<file path="src/assert_macros.svh">
// Shared assertion helpers; the including module provides clk and rst_n.
`ifndef ASSERT_MACROS_SVH
`define ASSERT_MACROS_SVH

// Check a property on every rising clock edge outside reset.
`define SC_ASSERT(lbl, prop, msg) \
    lbl: assert property (@(posedge clk) disable iff (!rst_n) prop) \
        else $error(msg);

// Check that a condition implies a consequence in the same cycle.
`define SC_ASSERT_IMP(lbl, ante, cons, msg) \
    `SC_ASSERT(lbl, (ante) |-> (cons), msg)

`endif

</file>
<file path="src/sconv_pkg.sv">
package sconv_pkg;

    localparam logic [2:0] REG_LINE_WIDTH = 3'd0;
    localparam logic [2:0] REG_H_TAPS     = 3'd1;
    localparam logic [2:0] REG_V_TAPS     = 3'd2;
    localparam logic [2:0] REG_H_COEFS_LO = 3'd3;
    localparam logic [2:0] REG_H_COEFS_HI = 3'd4;
    localparam logic [2:0] REG_V_COEFS_LO = 3'd5;
    localparam logic [2:0] REG_V_COEFS_HI = 3'd6;
    localparam logic [2:0] REG_SAMPLE_MAX = 3'd7;

    localparam logic [1:0] SEL_PIX = 2'd0;
    localparam logic [1:0] SEL_MEM = 2'd1;
    localparam logic [1:0] SEL_HS  = 2'd2;

    localparam int FRAC_BITS = 28;
    localparam int BANDS     = 3;

    typedef struct packed {
        logic       clr;
        logic       mul_en;
        logic [1:0] mul_sel;
        logic       acc_h_en;
        logic       acc_v_en;
    } lane_ctl_t;

    function automatic logic signed [15:0] coef_at(input logic [63:0] lo,
                                                   input logic [63:0] hi,
                                                   input logic [2:0] k);
        logic [63:0] word;
        word = k[2] ? hi : lo;
        return signed'(word[16*k[1:0] +: 16]);
    endfunction

endpackage

</file>
<file path="src/sconv_lane.sv">
module sconv_lane
    import sconv_pkg::*;
#(
    parameter int SB = 16,
    parameter int HW = 36,
    parameter int VW = 55
)
(
    input  logic                 clk,
    input  lane_ctl_t            ctl,
    input  logic [SB-1:0]        pix,
    input  logic signed [HW-1:0] mem,
    input  logic signed [15:0]   coef,
    output logic signed [HW-1:0] hs,
    output logic signed [VW-1:0] acc
);

    logic signed [HW-1:0]    opa;
    logic signed [HW+15:0]   prod_next;
    logic signed [HW+15:0]   prod_reg;
    logic signed [HW-1:0]    hs_reg;
    logic signed [VW-1:0]    acc_reg;

    always_comb
    begin
        case (ctl.mul_sel)
            SEL_PIX: opa = signed'({{(HW-SB){1'b0}}, pix});
            SEL_MEM: opa = mem;
            default: opa = hs_reg;
        endcase
        prod_next = opa * coef;
    end

    always_ff @(posedge clk)
    begin
        if (ctl.mul_en)
        begin
            prod_reg <= prod_next;
        end
        if (ctl.clr)
        begin
            hs_reg  <= '0;
            acc_reg <= '0;
        end
        else
        begin
            if (ctl.acc_h_en)
            begin
                hs_reg <= hs_reg + prod_reg[HW-1:0];
            end
            if (ctl.acc_v_en)
            begin
                acc_reg <= acc_reg + {{(VW-HW-16){prod_reg[HW+15]}}, prod_reg};
            end
        end
    end

    assign hs  = hs_reg;
    assign acc = acc_reg;

endmodule

</file>
<file path="config.mk">
export PLATFORM = sky130hd
export DESIGN_NAME = sconv_lane
export DESIGN_NICKNAME = d
export VERILOG_FILES = /design/src/assert_macros.svh /design/src/sconv_pkg.sv /design/src/sconv_lane.sv
export SDC_FILE = /design/constraint.sdc
export NUM_CORES = 2
export LEC_CHECK = 0
export BUFFER_PORTS_ARGS = -buffer_cell sky130_fd_sc_hd__buf_2
export CAP_MARGIN = 20
export CORE_MARGIN = 1.5
export CORE_UTILIZATION = 50
export DETAILED_ROUTE_END_ITERATION = 8
export HOLD_SLACK_MARGIN = 0.03
export PLACE_DENSITY = 0.79
export SYNTH_ARGS = -nofsm -noshare
export SYNTH_HDL_FRONTEND = slang
export SYNTH_SLANG_ARGS = --single-unit
</file>
<file path="constraint.sdc">
create_clock -name clk -period 20.1 [get_ports clk]
set_input_delay 1.005 -clock clk [delete_from_list [all_inputs] [get_ports clk]]
set_output_delay 1.005 -clock clk [all_outputs]
set_load 0.02 [all_outputs]
</file>
After elaboration in Yosys (flattened, before gate mapping)
Index checks and enable logic that the tools add are counted.
{ "totals": {"regBits": 143, "latchBits": 0, "mem_bits_rw": 0, "romBits": 0, "n_memories": 0} }
{ "op_classes": {"n_addsub": 2, "n_mul": 1, "div": 0, "magnitude_cmp": 0, "n_eq_ne": 1, "n_shift": 0, "mux": 1, "n_bitwise": 0, "n_reduce_logical": 1} }
{ "ops": {"columns": ["cell", "n"], "rows": [
  ["$pmux W36 S2", 1],
  ["$add A55 B55 Y55", 1],
  ["$mul A36 B16 Y52", 1],
  ["$add A36 B36 Y36", 1],
  ["$eq A2 B1 Y1 const B", 1],
  ["$logic_not A2 Y1", 1]
]} }

Longest topological paths before layout
{ "depth": {"depth_word": 3, "mapped_depth": 29} }

Least setup slack after synthesis
No wires, ideal clock.
{ "synth_path": {"path_type": "input -> register", "start": "in ctl[2] (netlist name)", "end": "reg prod_reg[44] (data pin)", "arrival_ns": 8.380, "required_ns": 19.841, "slack_ns": 11.462, "cell_stages": 29, "n_path_buf": 4, "cell_sequence": "clkbuf_1 clkbuf_1 clkbuf_1 nand2_1 o21ai_1 clkbuf_1 nand2_1 fa_1 inv_1 fa_1 inv_1 fa_1 inv_1 fa_1 fa_1 inv_1 fa_1 inv_1 ha_1 a21oi_1 nand2_1 or3_1 a2111o_1 nand3_1 a21oi_1 o211ai_1 a21oi_1 o21a_1 a211o_1"} }
{ "synth_between": {"elab_chain_len": 3, "elab_cells_between_ends": 4, "cone_classes": "mul: 1; eq/ne: 1; mux: 1; reduce/logical: 1"} }
{ "synth_rtl": {"columns": ["item", "line_no", "source"], "rows": [
  ["from (decl)", "sconv_lane.sv:10", "input lane_ctl_t ctl,"],
  ["$eq A2 B1 Y1 / $logic_not A2 Y1 (equally long branches)", "sconv_lane.sv:26", "case (ctl.mul_sel)"],
  ["$pmux W36 S2 *", "sconv_lane.sv:26", null],
  ["$mul A36 B16 Y52 *", "sconv_lane.sv:31", "prod_next = opa * coef;"],
  ["via prod_next[44]", "sconv_lane.sv:19", "logic signed [HW+15:0] prod_next;"],
  ["to (signal assigned)", "sconv_lane.sv:38", "prod_reg <= prod_next;"],
  ["to (decl)", "sconv_lane.sv:20", "logic signed [HW+15:0] prod_reg;"]
]} }
The timed path passes the listed nets; every way through them passes the cells marked *.
A chain may end at the register's enable or synchronous reset.

Worst setup path after layout
Same ends and word-level chain as after synthesis.

==> results.md <==
* Cts hold-fix bufs at 0
* Min-Delay Endpoint: acc[28]
* Die X at 248 um
* Cells on worst reg2reg path at 24
* Routed WL at 78.4 mm
* Port bufs at 165
* Mapped Nets at 4245
* Routed vias at 23.9k
* Crit path largest cell delay at 720 ps
* Post-synth top area share at 36.4%
* Routed Antenna Nets at 0
* Cell accounting for the most synthesized area: fa_1
* Crit path time final at 8890 ps
* Share of cells above drive strength 1 at 7.99%
* GP Congestion at 0.947
* Initial antenna violation count at 5
* WS Path Type: in2reg
* FMAX at 0.113 GHz
* Period utilisation layout at 44.2%
* Htree depth at 4
* Worst Skew at 10.1 ps
* Setup Fix Bufs, Post-CTS at 0
* Core area at 59000 um2
* CP max-delay cell: a22o_1
* Slew Limit Fails at 0
* Setup_tns at 0 ps
* Reg-to-reg endpoint: prod_reg[44]
* Worst skew pair latency at 440 ps
* Via/cell ratio at 5.59
* Register area share after synthesis at 11.3%
* Nature of the critical path endpoint: register
* Initial core utilization at 50.7%
* Vias in the first global route at 23.9k
* Top cells by area, synth: fa_1, ha_1, inv_1
* Top_reg_cell synth: dfxtp_1
* Slew headroom at 26.5%
* # clock sinks at 143
* Pre-CTS setup slack at 10870 ps
* Post-Synthesis Cell Area at 29900 um2
* Most used cell, CP: fa_1
* Area grow syn2layout at 7.07%
* Die Area at 61300 um2
* WL/cell at 18.4 um
* DR iter-0 viols at 1516
* Cts repair resizes at 0
* Worst min path class: reg2reg
* GR Overflow Total at 0
* Core Rows at 89
* Crit path required time at 20290 ps
* DP Wirelength at 60.5 mm
* # fillers at 5237
* CTS tree: yes
* All-layer global routing usage at 26.0%
* Crit path DAT at 9080 ps
* Die height at 248 um
* Post-synthesis instance total at 3415
* Post-synth EDFFs at 52
* Clock slew at reported path FFs at 70 ps
* Syn_area_per_cell at 8.76 um2
* Final hold violation count at 0
* Post-synthesis register bit count at 143
* Nets@finish at 4310
* CTS root buffer: clkbuf_16
* Worst Hold Depth at 2
* Largest net degree at the start of global routing at 97
* Ports at 166
* Final WS setup at 11210 ps
* Reg2Reg Setup Slack at 12580 ps
* Setup violators final at 0
* Inserted Clock Buffers at 17
* R2R Path Start: hs[17]
* CP Max Fanout at 28
* Ys async rst share at 0%
* Hold Path Origin: acc[28]
* DRT Pass-1 Iters at 5
* Synth unique cells at 76
* Critical Path Start Type: input pin
* Worst-margin pin slew at 1100 ps
* Outcome: finished clean
* Max Cap Viol at 0
* First-pass GRT wire length at 125 mm
* Residual DRC at 0
* Largest register FFs at 55
* CTS Buffer Depth at 2
* Warnings from Yosys at 0
* RSZ-0062 raised after global routing: no
[kinds of logic (layout without fill, tap and decap cells)]
kind of cell             after synthesis  after routing  share of synthesized area [%]
adder cells (fa/ha/maj)              755            755                           45.2
buffers and inverters                840            918                           10.6
multiplexers                          73             73                           2.48
AO/OA/AOI/OAI                        482            482                           11.0
flip-flops                           143            143                           11.3
other                                  0              1                              0
AND/OR/NAND/NOR                      999            999                           15.8
XOR/XNOR                             123            123                           3.60
[worst max path at each step]
stage	start	slack [ps]	to	depth (start not counted)
after global routing	ctl[2]	10750	prod_reg[50]	26
after detailed placement	ctl[2]	10870	prod_reg[44]	26
after floorplan	ctl[2]	11460	prod_reg[44]	29
after global placement	ctl[2]	11050	prod_reg[44]	26
final	ctl[2]	11210	prod_reg[44]	26
after CTS	ctl[2]	11310	prod_reg[44]	26
[worst max-delay path: cells and delay by family]
family                     cells  cell delay (ps)
and+or+nand+nor                5             1400
adders and majority gates      7             3300
AOI/OAI and AO/OA              8             2500
buffers and inverters          6              840
[Yosys cell counts, types with 5 or more instances]
| cell | instances |
|---|---|
| inv_1 | 688 |
| fa_1 | 544 |
| nand2_1 | 438 |
| ha_1 | 211 |
| and2_1 | 205 |
| nor2_1 | 164 |
| clkbuf_1 | 127 |
| a21oi_1 | 121 |
| dfxtp_1 | 91 |
| xnor2_1 | 88 |
| a21o_1 | 76 |
| o21ai_0 | 76 |
| mux2i_1 | 70 |
| edfxtp_1 | 52 |
| nand3_1 | 39 |
| xor2_1 | 35 |
| nor2b_1 | 30 |
| o21bai_1 | 28 |
| a22o_1 | 27 |
| nor3_1 | 25 |
| nand2b_1 | 23 |
| a31oi_1 | 21 |
| buf_1 | 20 |
| o21a_1 | 19 |
| o21ai_1 | 17 |
| nand4_1 | 16 |
| a211oi_1 | 13 |
| and3_1 | 12 |
| or2_2 | 11 |
| o211ai_1 | 7 |
| nor3b_1 | 6 |
| or3_1 | 6 |
| a2111o_1 | 5 |
| a211o_1 | 5 |
| a21boi_0 | 5 |
| nand3b_1 | 5 |
[cells in the final DEF, fill, tap and decap left out, drive strengths merged, types with 11 or more instances in the layout]
master and n:
mux2i 70, nand2 438, buf 197, inv 695, or2 11, a21o 76, a22o 27, a211oi 16
edfxtp 52, o21bai 28, and3 12, and2 205, xnor2 88, dfxtp 91, clkbuf 17, nor3 25
fa 544, ha 211, xor2 35, o21ai 93, nor2b 30, nand2b 23, nand3 40, a31oi 22
nor2 164, a21oi 121, nand4 16, o21a 19
[cell type report]
type                    count  area, um2  area share [%]
multi-input cells        2432      23400            73.1
flip-flops and latches    143       3380            10.6
inverters                 689       2590            8.08
repair buffers            197       1080            3.38
well taps                 773        967            3.02
clock buffers              17        425            1.33
clock inverters            15        173           0.539
diodes                      1       2.50         0.00781
[layer usage]
metal / GRT usage [%] / wire (um)
met3: 5.06 / 7970
met5: 0 / 42
met2: 42.6 / 36500
met4: 8.25 / 2400
met1: 34.5 / 31500
[stage by stage]
stage                     cell area [um2]  instances  util [%]  hold WS (ps)
after floorplan                     29900       3415         -           545
after global placement              31400       4233      53.2           481
after detailed placement            31400       4233      53.2           492
after CTS                           32000       4265      54.2           502
after global routing                32000       4266      54.3           523
final                               32000       4267      54.3           508
Power is left out: the tool's default activity adds up to more than one toggle a clock period on the data nets, which glitch-free logic cannot reach.
