--- src/assert_macros.svh ---
// Shared assertion helpers; the including module provides clk and rst_n.
`ifndef ASSERT_MACROS_SVH
`define ASSERT_MACROS_SVH

// Check a property on every rising clock edge outside reset.
`define SC_ASSERT(lbl, prop, msg) \
    lbl: assert property (@(posedge clk) disable iff (!rst_n) prop) \
        else $error(msg);

// Check that a condition implies a consequence in the same cycle.
`define SC_ASSERT_IMP(lbl, ante, cons, msg) \
    `SC_ASSERT(lbl, (ante) |-> (cons), msg)

`endif

--- src/sconv_pkg.sv ---
package sconv_pkg;

    localparam logic [2:0] REG_LINE_WIDTH = 3'd0;
    localparam logic [2:0] REG_H_TAPS     = 3'd1;
    localparam logic [2:0] REG_V_TAPS     = 3'd2;
    localparam logic [2:0] REG_H_COEFS_LO = 3'd3;
    localparam logic [2:0] REG_H_COEFS_HI = 3'd4;
    localparam logic [2:0] REG_V_COEFS_LO = 3'd5;
    localparam logic [2:0] REG_V_COEFS_HI = 3'd6;
    localparam logic [2:0] REG_SAMPLE_MAX = 3'd7;

    localparam logic [1:0] SEL_PIX = 2'd0;
    localparam logic [1:0] SEL_MEM = 2'd1;
    localparam logic [1:0] SEL_HS  = 2'd2;

    localparam int FRAC_BITS = 28;
    localparam int BANDS     = 3;

    typedef struct packed {
        logic       clr;
        logic       mul_en;
        logic [1:0] mul_sel;
        logic       acc_h_en;
        logic       acc_v_en;
    } lane_ctl_t;

    function automatic logic signed [15:0] coef_at(input logic [63:0] lo,
                                                   input logic [63:0] hi,
                                                   input logic [2:0] k);
        logic [63:0] word;
        word = k[2] ? hi : lo;
        return signed'(word[16*k[1:0] +: 16]);
    endfunction

endpackage

--- src/sconv_merge.sv ---
`include "assert_macros.svh"

module sconv_merge
    import sconv_pkg::*;
#(
    parameter int SB = 16,
    parameter int VW = 55
)
(
    input  logic                 clk,
    input  logic                 rst_n,
    input  logic                 load,
    input  logic signed [VW-1:0] acc_red,
    input  logic signed [VW-1:0] acc_green,
    input  logic signed [VW-1:0] acc_blue,
    input  logic                 last,
    input  logic [SB-1:0]        top,
    output logic                 can_load,
    output logic                 m_axis_tvalid,
    input  logic                 m_axis_tready,
    output logic [47:0]          m_axis_tdata,  // out_red, out_green, out_blue
    output logic                 m_axis_tlast   // row_last
);

    localparam int QW = VW - FRAC_BITS + 1;

    logic signed [VW-1:0] accs [BANDS];
    logic [SB-1:0]        res  [BANDS];
    logic                 tvalid_reg;
    logic [47:0]          tdata_reg;
    logic                 tlast_reg;

    assign accs[0] = acc_red;
    assign accs[1] = acc_green;
    assign accs[2] = acc_blue;

    always_comb
    begin
        logic signed [VW:0] r;
        logic [QW-1:0]      q;
        for (int b = 0; b < BANDS; b++)
        begin
            r = {accs[b][VW-1], accs[b]} + (VW+1)'(1 << (FRAC_BITS - 1));
            q = r[VW:FRAC_BITS];
            if (r[VW])
            begin
                res[b] = '0;
            end
            else if (q > QW'(top))
            begin
                res[b] = top;
            end
            else
            begin
                res[b] = q[SB-1:0];
            end
        end
    end

    assign can_load = !tvalid_reg || m_axis_tready;

    always_ff @(posedge clk or negedge rst_n)
    begin
        if (!rst_n)
        begin
            tvalid_reg <= 1'b0;
        end
        else if (load)
        begin
            tvalid_reg <= 1'b1;
        end
        else if (m_axis_tready)
        begin
            tvalid_reg <= 1'b0;
        end
    end

    always_ff @(posedge clk)
    begin
        if (load)
        begin
            tdata_reg <= {16'(res[2]), 16'(res[1]), 16'(res[0])};
            tlast_reg <= last;
        end
    end

    assign m_axis_tvalid = tvalid_reg;
    assign m_axis_tdata  = tdata_reg;
    assign m_axis_tlast  = tlast_reg;

    `SC_ASSERT_IMP(a_no_overrun, load, can_load, "output register overwritten")

endmodule

--- config.mk ---
export PLATFORM = sky130hd
export DESIGN_NAME = sconv_merge
export DESIGN_NICKNAME = d
export VERILOG_FILES = /design/src/sconv_pkg.sv /design/src/sconv_merge.sv
export VERILOG_INCLUDE_DIRS = /design/src /design/src/src
export SDC_FILE = /design/constraint.sdc
export NUM_CORES = 1
export LEC_CHECK = 0
export ABC_AREA = 0
export BUFFER_PORTS_ARGS = -buffer_cell sky130_fd_sc_hd__buf_2
export CAP_MARGIN = 25
export CORE_MARGIN = 10
export CORE_UTILIZATION = 35
export CTS_BUF_LIST = sky130_fd_sc_hd__clkbuf_8
export CTS_CLUSTER_DIAMETER = 60
export DETAILED_ROUTE_END_ITERATION = 6
export HOLD_SLACK_MARGIN = 0.15
export PLACE_DENSITY_LB_ADDON = 0.2
export SLEW_MARGIN = 20
export SYNTH_ARGS = -nofsm -noshare
export SYNTH_HDL_FRONTEND = slang
export SYNTH_SLANG_ARGS = --single-unit
--- constraint.sdc ---
create_clock -name clk -period 0.8 [get_ports clk]
set_input_delay 0.2 -clock clk [delete_from_list [all_inputs] [get_ports clk]]
set_output_delay 0.2 -clock clk [all_outputs]
set_load 0.05 [all_outputs]
Yosys cells after proc, flatten, opt, wreduce, memory -nomap -nowiden
Cells that the tools add are included.
{"block": "totals", "reg_bits": 50, "inputBits": 186, "output_inout_bits": 51, "word_cells": 19}
{"block": "classes", "addsub": 3, "magnitude_cmp": 3, "n_mux": 5, "reduce_logical": 3}
{"op": "adder 55 x 29 -> 56 bit, second input constant", "n": 3}
{"op": "> comparator 28 x 16 -> 1 bit", "n": 3}
{"op": "2-to-1 mux 16 bit", "n": 3}
{"op": "2-to-1 mux 1 bit", "n": 2}
{"op": "nonzero test 2 bit", "n": 1}
{"op": "zero test 1 bit", "n": 1}
{"op": "logical OR 1 bit", "n": 1}

Longest topological paths before layout
Gate-level depths: netlist of run 1.
{"block": "depth", "depth_word": 3, "ltp_mapped": 15, "mapped_depth_nobuf": 13}

Worst setup path after synthesis of run 1
Ideal clock, no wire load.
{"block": "synth_path", "path_type": "input port to flip-flop", "startpoint": "in acc_blue[30]", "endpoint": "reg tdata_reg[38] (netlist: m_axis_tdata[38]), data pin", "setup_time_ns": 0.157, "arrival_ns": 3.105, "required_time_ns": 0.643, "path_slack_ns": -2.462, "stages": 14, "path_buffers": 2, "cell_sequence": "nand4_2 -> nor3_1 -> and3_1 -> xor2_1 -> ha_1 -> a21oi_1 -> a21boi_0 -> nor4b_1 -> a21o_1 -> and3_1 -> buf_1 -> clkbuf_1 -> a21oi_1 -> nor3_1"}
{"block": "synth_via", "elab_chain_cells": 3}
{"item": "from (decl)", "line_no": "sconv_merge.sv:15", "source": "input logic signed [VW-1:0] acc_blue,"}
{"item": "adder 55 x 29 -> 56 bit (*)", "line_no": "sconv_merge.sv:43", "source": "r = {accs[b][VW-1], accs[b]} + (VW+1)'(1 << (FRAC_BITS - 1));"}
{"item": "> comparator 28 x 16 -> 1 bit", "line_no": "sconv_merge.sv:49", "source": "else if (q > QW'(top))"}
{"item": "2-to-1 mux 16 bit", "line_no": "sconv_merge.sv:49"}
{"item": "to (signal assigned)", "line_no": "sconv_merge.sv:82", "source": "tdata_reg <= {16'(res[2]), 16'(res[1]), 16'(res[0])};"}
{"item": "to (decl)", "line_no": "sconv_merge.sv:30", "source": "logic [47:0] tdata_reg;"}
Mark *: on every way between the ends. The rest lies on a longest branch, timed or not.
A chain may end at the register's enable or synchronous reset.

Final worst setup path of run 1
{"block": "layout_path", "startpoint": "in acc_blue[27]", "endpoint": "reg tdata_reg[37] (netlist: m_axis_tdata[37]), data pin"}
The elaborated chain is that of the path after synthesis.

==> qor.csv, run 1 <==
metric;value;unit
Synthesis Warnings;0;
min cycle time layout;2.83;ns
Overflow after GRT;0;
Routed WL;22900;um
CP arrival;2.91;ns
Final GP Congestion;0.952;
Cell Count, Final, Fillers Out;1235;
final setup fails;99;
Starting Density;0.360;
mean post-synth cell area;8.48;um^2
VDD IR max;0.000686;V
Max-Slew Margin vs Limit;0.688;
chip height;143;um
CTS H-tree lvls;2;
number of remaining DRC errors;1;
CTS tree;yes;
Seq/Total Area, Yosys;0.283;
Final TNS setup;-106.88;ns
initial antenna violation count;0;
diode count;0;
vias in the first global route;7007;
CTS Buf Count;5;
vias per cell;5.38;
Netlist cell types;60;
row count;44;
Power Density;943;nW/um^2
Peak Freq;354;MHz
drt wl/cell;18.6;um
hold violation total from the final report;0;
CP required;0.89;ns
CTS Sinks;50;
Vias;6642;
failing checks;design-rule violations, negative setup slack;
R2R cell count;3;
Leakage;4.57;nW
CTS Root Cell;clkbuf_8;
Post-Syn Instances;624;
Final WS setup;-2.03;ns
synthesis-to-finish area growth;95.0;%
largest net degree at the start of global routing;33;
Synth Register Bits;50;
ratio of cells with drive above 1 in the final layout;0.582;
final worst path period share;3.53;
status;finished with violations;
clock latency at the later pin of the worst-skew pair;0.33;ns
io pins;237;
first-pass GRT wire length;35400;um
Crit. End Element;register;
CP Max Fanout;8;
mapped cell area;5290;um^2
Max Slew Vio Count;0;
Worst-Margin Slew;0.463;ns
Hold Crit Class;in2async;
Core ar.;14700;um^2
top_reg_cell synth;edfxtp_1;
Worst Clk Skew;0;ns
Post-synth ARST share;0.0200;
dpl hpwl;17900;um
Post-synth EDFFs;49;
crit path kind;in2reg;
All-Layer GR Usage;0.213;
DP Cell Count;1193;
Clock Pin Slew Worst Setup and Hold Paths;0.10;ns
Max clock buf depth;2;
RSZ-0062 raised after global routing;true;
Port Buf Inserts;155;
final net count;1290;
drt pass-1 iters;7;
Startpoint Class;input pin;
DRT iter0 DRCs;423;
Net Count, Synth;864;
Final ANT Viol Nets;0;
DIE AREA;20400;um^2
max cap viols;0;
Die X;143;um
Yosys cell counts, types with 4 or more instances:
| master | number | area, um^2 |
|---|---|---|
| edfxtp_1 | 49 | 1470 |
| nand2_1 | 71 | 267 |
| a21o_1 | 4 | 30.0 |
| or3_1 | 6 | 37.5 |
| or4_1 | 4 | 30.0 |
| mux2i_1 | 19 | 190 |
| and3_1 | 19 | 119 |
| nor2_1 | 23 | 86.3 |
| nor4_1 | 7 | 43.8 |
| nor3_1 | 76 | 380 |
| inv_1 | 24 | 90.1 |
| a21oi_1 | 51 | 255 |
| and4_1 | 12 | 105 |
| and2_1 | 4 | 25.0 |
| a31oi_1 | 6 | 37.5 |
| a211oi_1 | 5 | 37.5 |
| clkbuf_1 | 14 | 52.6 |
| nand4_1 | 27 | 169 |
| nand2b_1 | 4 | 25.0 |
| nand3_1 | 32 | 160 |
| xor2_1 | 20 | 175 |
| o21ai_0 | 7 | 35.0 |
| o211ai_1 | 5 | 37.5 |
| xnor2_1 | 30 | 263 |
| ha_1 | 54 | 676 |
metal layers:
layer / global-route usage / part of all wire / vias to the layer above
li1: - / - / 3234
met1: 0.267 / 0.42 / 3151
met2: 0.366 / 0.50 / 223
met3: 0.0405 / 0.062 / 34
met4: 0.0575 / 0.020 / 0
met5: 0 / 0 / -
layout make-up:
type / instances / area, um^2
Clock buffer: 5 / 68.8
Clock inverter: 3 / 17.5
Fill cell: 1082 / 4380
Inverter: 24 / 90.1
Multi-Input combinational cell: 531 / 4740
Sequential cell: 50 / 1500
Tap cell: 184 / 230
Timing Repair Buffer: 438 / 3680
placed cells by master (no fill, tap or decap), types with 4 or more instances in the layout:
master	synthesis	layout
nand2_1	71	61
a31oi_1	6	6
ha_4	0	10
or4_1	4	4
and4_1	12	10
buf_12	0	19
buf_2	1	80
xor2_2	0	6
and3_4	0	7
inv_1	24	25
nand3_1	32	24
nand2_2	0	7
nor3_1	76	20
nor3_2	0	36
edfxtp_1	49	49
a21oi_2	0	16
buf_6	1	58
buf_4	1	263
a21o_1	4	4
a211oi_1	5	5
buf_8	0	15
nor3_4	0	20
xor2_1	20	14
and3_1	19	12
nand3_2	1	6
o21ai_2	0	4
mux2i_1	19	16
xnor2_1	30	20
xnor2_2	0	8
nor2_1	23	19
ha_1	54	44
nand4_1	27	27
nor4_4	2	6
a21oi_1	51	31
o211ai_1	5	5
nand3_4	1	4
clkbuf_8	0	5
and2_1	4	4
a21oi_4	0	4
registers in the layout, indices dropped and copies added, names as in the netlist:
register       flops
m_axis_tdata      48
m_axis_tvalid      1
m_axis_tlast       1
worst max-delay path: stages:
cell and delay [ns]:
buf_8 0.08, ha_4 0.13, nand2_2 0.05, or3_4 0.44, nor2_4 0.11, xnor2_1 0.09
ha_1 0.30, nand4_1 0.19, buf_4 0.21, nor4_4 0.20, o41ai_2 0.14, a21o_1 0.22
and3_4 0.18, buf_12 0.15, a21oi_4 0.16, nor3_2 0.05
power by group:
| part | internal [mW] | total (mW) | switching, mW | leakage (nW) |
|---|---|---|---|---|
| Clock | 0.616 | 1.63 | 1.02 | 0.0497 |
| Sequential | 3.11 | 3.24 | 0.129 | 0.482 |
| Combinational | 2.28 | 4.86 | 2.58 | 4.04 |
path summary, 6_finish.rpt:
path	from	end	slack (ns)
hold reg to reg	m_axis_tvalid	m_axis_tvalid	0.67
max in group asynchronous	rst_n	m_axis_tvalid	0.54
setup reg to reg	m_axis_tvalid	m_axis_tvalid	0.03
min in group clk	m_axis_tready	m_axis_tvalid	0.24
hold / removal	rst_n	m_axis_tvalid	0.17
setup / recovery	acc_blue[27]	m_axis_tdata[37]	-2.03
what timing repair did:
action | in CTS | in global routing
setup buffers | 22 | 13
pin swaps | 32 | 27
endpoints found under the hold margin | 2 | 0
setup endpoints to repair | 99 | 100
gates cloned | 2 | 0
resized for setup | 225 | 74
hold buffers | 2 | 0
through the flow:
step / hold slack, ns / setup slack [ns] / instance area, um^2 / power [mW] / util
floorplan: -0.0956 / -1.97 / 5680 / 5.16 / -
global placement: -0.0251 / -2.33 / 8670 / 7.20 / 0.590
detailed placement: -0.0210 / -2.50 / 8670 / 7.28 / 0.590
CTS: 0.168 / -1.93 / 9900 / 9.48 / 0.674
global route: 0.169 / -2.10 / 10300 / 10.2 / 0.702
finish: 0.166 / -2.03 / 10300 / 9.73 / 0.702
cell families (layout without fill, tap and decap cells):
logic type	count (synthesis)	after routing	synth area share
simple gates	302	302	0.309
compound gates	105	105	0.127
fa+ha+maj	54	54	0.128
xor+xnor	50	50	0.0827
flops	50	50	0.283
buf+inv	43	470	0.0329
mux	20	20	0.0381
Note: power is estimated with default switching activity, not from simulation.
==> run 2: changes to the inputs <==
--- a/config.mk
+++ b/config.mk
@@ -9,8 +9,10 @@
 export ABC_AREA = 0
 export BUFFER_PORTS_ARGS = -buffer_cell sky130_fd_sc_hd__buf_2
 export CAP_MARGIN = 25
-export CORE_MARGIN = 10
-export CORE_UTILIZATION = 35
+export CELL_PAD_IN_SITES_DETAIL_PLACEMENT = 2
+export CELL_PAD_IN_SITES_GLOBAL_PLACEMENT = 2
+export CORE_MARGIN = 5
+export CORE_UTILIZATION = 25
 export CTS_BUF_LIST = sky130_fd_sc_hd__clkbuf_8
 export CTS_CLUSTER_DIAMETER = 60
 export DETAILED_ROUTE_END_ITERATION = 6
==> run 2 against run 1 <==
The run ends with negative setup slack left. Fmax down 10%. Cell area up 3.9%. Wire length increased by 64%. Non-clock buffer count increased by 3. Combinational power increased by 14%. Die area grew 18%.
==> qor.csv, run 2 (synthesis gave the netlist of run 1 again) <==
metric;value;unit;change
CP Max Fanout;4;;-4
Cell Count, Final, Fillers Out;1331;;+7.8%
drt pass-1 iters;5;;-2
synthesis-to-finish area growth;103;%;
DIE AREA;24200;um^2;+18%
CTS Root Cell;clkbuf_8;;
Starting Density;0.253;;-0.107
Overflow after GRT;0;;unchanged
Worst-Margin Slew;0.642;ns;+0.179 ns
Vias;7317;;+10%
switching pwr;4.46;mW;+20%
Worst Clk Skew;0;ns;unchanged
ratio of cells with drive above 1 in the final layout;0.612;;+0.0300
Seq pwr share;0.307;;-0.026
Clk network pwr share;0.171;;+0.003
final setup fails;99;;unchanged
dpl hpwl;23300;um;+30%
Hold WS;0.158;ns;-0.00799 ns
CP required;0.89;ns;about the same
Die X;156;um;+8.8%
status;finished with violations;;
Peak Freq;317;MHz;-10%
final worst path period share;3.94;;+0.408
most common cell after layout, fill and taps aside;buf_4;;
Final WS setup;-2.35;ns;-0.326 ns
fillers;2138;;+98%
r2r setup slk;0.02;ns;about the same
RR Endpoint;m_axis_tvalid;;
Max Slew Vio Count;0;;unchanged
failing checks;negative setup slack;;
RSZ-0062 raised after global routing;true;;
vias in the first global route;7866;;+12%
All-Layer GR Usage;0.248;;+0.0347
crit path kind;in2reg;;
min cycle time layout;3.15;ns;+0.326 ns
initial antenna violation count;1;;+1
CTS tree;yes;;
Final GP Congestion;0.900;;-5.4%
Max-Slew Margin vs Limit;0.569;;-0.120
largest net degree at the start of global routing;19;;-42%
CTS H-tree lvls;2;;unchanged
R2R Path Start;m_axis_tvalid;;
Startpoint Class;input pin;;
Crit. End Element;register;;
Power Density;989;nW/um^2;+5.0%
chip height;156;um;+8.8%
DRT iter0 DRCs;354;;-16%
Pwr Total;10.6;mW;+9.1%
CTS Buf Count;5;;unchanged
final net count;1294;;+0.31%
io pins;237;;unchanged
drt wl/cell;28.2;um;+52%
CP arrival;3.25;ns;+0.34 ns
Final TNS setup;-121.09;ns;-14.21 ns
number of remaining DRC errors;0;;-1
Hold Crit Class;in2async;;
Leakage;4.66;nW;+1.9%
switching share of power;0.420;;+0.0373
Core ar.;21000;um^2;+43%
Clock Pin Slew Worst Setup and Hold Paths;0.12;ns;+0.02 ns
row count;53;;+20%
Routed WL;37500;um;+64%
Port Buf Inserts;155;;unchanged
clock latency at the later pin of the worst-skew pair;0.34;ns;about the same
most frequent cells in the layout;buf_4, buf_2, buf_6;;
first-pass GRT wire length;46400;um;+31%
VDD IR max;0.000595;V;-13%
max reg flops;48;;unchanged
DP Cell Count;1275;;+6.9%
vias per cell;5.50;;+2.2%
hold violation total from the final report;0;;unchanged
Max clock buf depth;2;;unchanged
R2R cell count;3;;unchanged
CTS Sinks;50;;unchanged
Final ANT Viol Nets;0;;unchanged
max cap viols;0;;unchanged
power share of the combinational group;0.522;;+0.023
Int Power;6.16;mW;+2.5%
==> run 2: cell types whose count changed in the layout (fill, tap and decap cells not counted), sizes merged <==
cell	before	now
inv	26	25
clkinv	1	2
buf	435	439
o211a	1	2
diode	0	1
clkbuf	6	5
==> run 2: final cells by class <==
| class | count | area (um^2) | area share |
|---|---|---|---|
| sequential | 50 | 1500 | 0.140 |
| tap | 275 | 344 | 0.0321 |
| inverter | 24 | 90.1 | 0.00840 |
| clock buffer | 5 | 68.8 | 0.00641 |
| multi-input combinational | 532 | 5080 | 0.474 |
| clock inverter | 3 | 28.8 | 0.00268 |
| antenna | 1 | 2.50 | 0.000233 |
| timing repair buffer | 441 | 3610 | 0.337 |
==> run 2: what timing repair did <==
| item | CTS | global route |
|---|---|---|
| endpoints found under the hold margin | 2 | 0 |
| hold buffers | 3 | 0 |
| setup buffers | 20 | 22 |
| gates resized for setup | 252 | 113 |
| setup endpoints to repair | 99 | 100 |
| cloned | 3 | 1 |
| pin swaps | 46 | 44 |
==> run 2: power groups by stage <==
stage / clock (mW) / sequential, mW / combinational, mW
after floorplan: 0 / 3.95 / 1.22
after global placement: 0 / 3.25 / 3.91
after detailed placement: 0 / 3.25 / 4.13
after CTS: 1.77 / 3.25 / 4.78
after global routing: 1.91 / 3.28 / 5.77
final: 1.81 / 3.26 / 5.54
==> run 2: routing by layer <==
metal	up-vias	track usage	routed length [um]
met5	-	0	0
met4	0	0.0546	1520
met3	95	0.0300	1760
met2	282	0.473	19700
met1	3688	0.296	14500
li1	3252	-	-
==> run 2: stage by stage <==
stage                     area, um^2   util  setup slack [ns]
after global routing           10700  0.512             -2.37
after floorplan                 5680      -             -1.97
final                          10700  0.512             -2.35
after global placement          8590  0.410             -2.46
after detailed placement        8590  0.410             -2.64
after CTS                       9980  0.476             -2.03
==> run 2: worst max-delay path, cell delays in order <==
cell and delay [ns]:
buf_8 0.09, ha_4 0.14, buf_4 0.10, buf_4 0.11, nand3_1 0.12, xnor2_1 0.46, ha_1 0.35, o21ai_0 0.10
a21oi_1 0.09, o41ai_1 0.53, a21o_1 0.28, nand3_4 0.17, buf_4 0.19, o21ai_2 0.21, a21oi_2 0.10
==> run 2: how the worst max path moves through the flow <==
stage / start / endpoint / slack (ns) / cells past startpoint
final: acc_blue[27] / m_axis_tdata[32] / -2.35 / 15
after global routing: acc_blue[29] / m_axis_tdata[34] / -2.37 / 14
after CTS: acc_blue[33] / m_axis_tdata[33] / -2.03 / 14
after detailed placement: acc_blue[27] / m_axis_tdata[42] / -2.64 / 15
after global placement: acc_blue[27] / m_axis_tdata[38] / -2.46 / 15
after floorplan: acc_blue[27] / m_axis_tdata[38] / -1.97 / 15
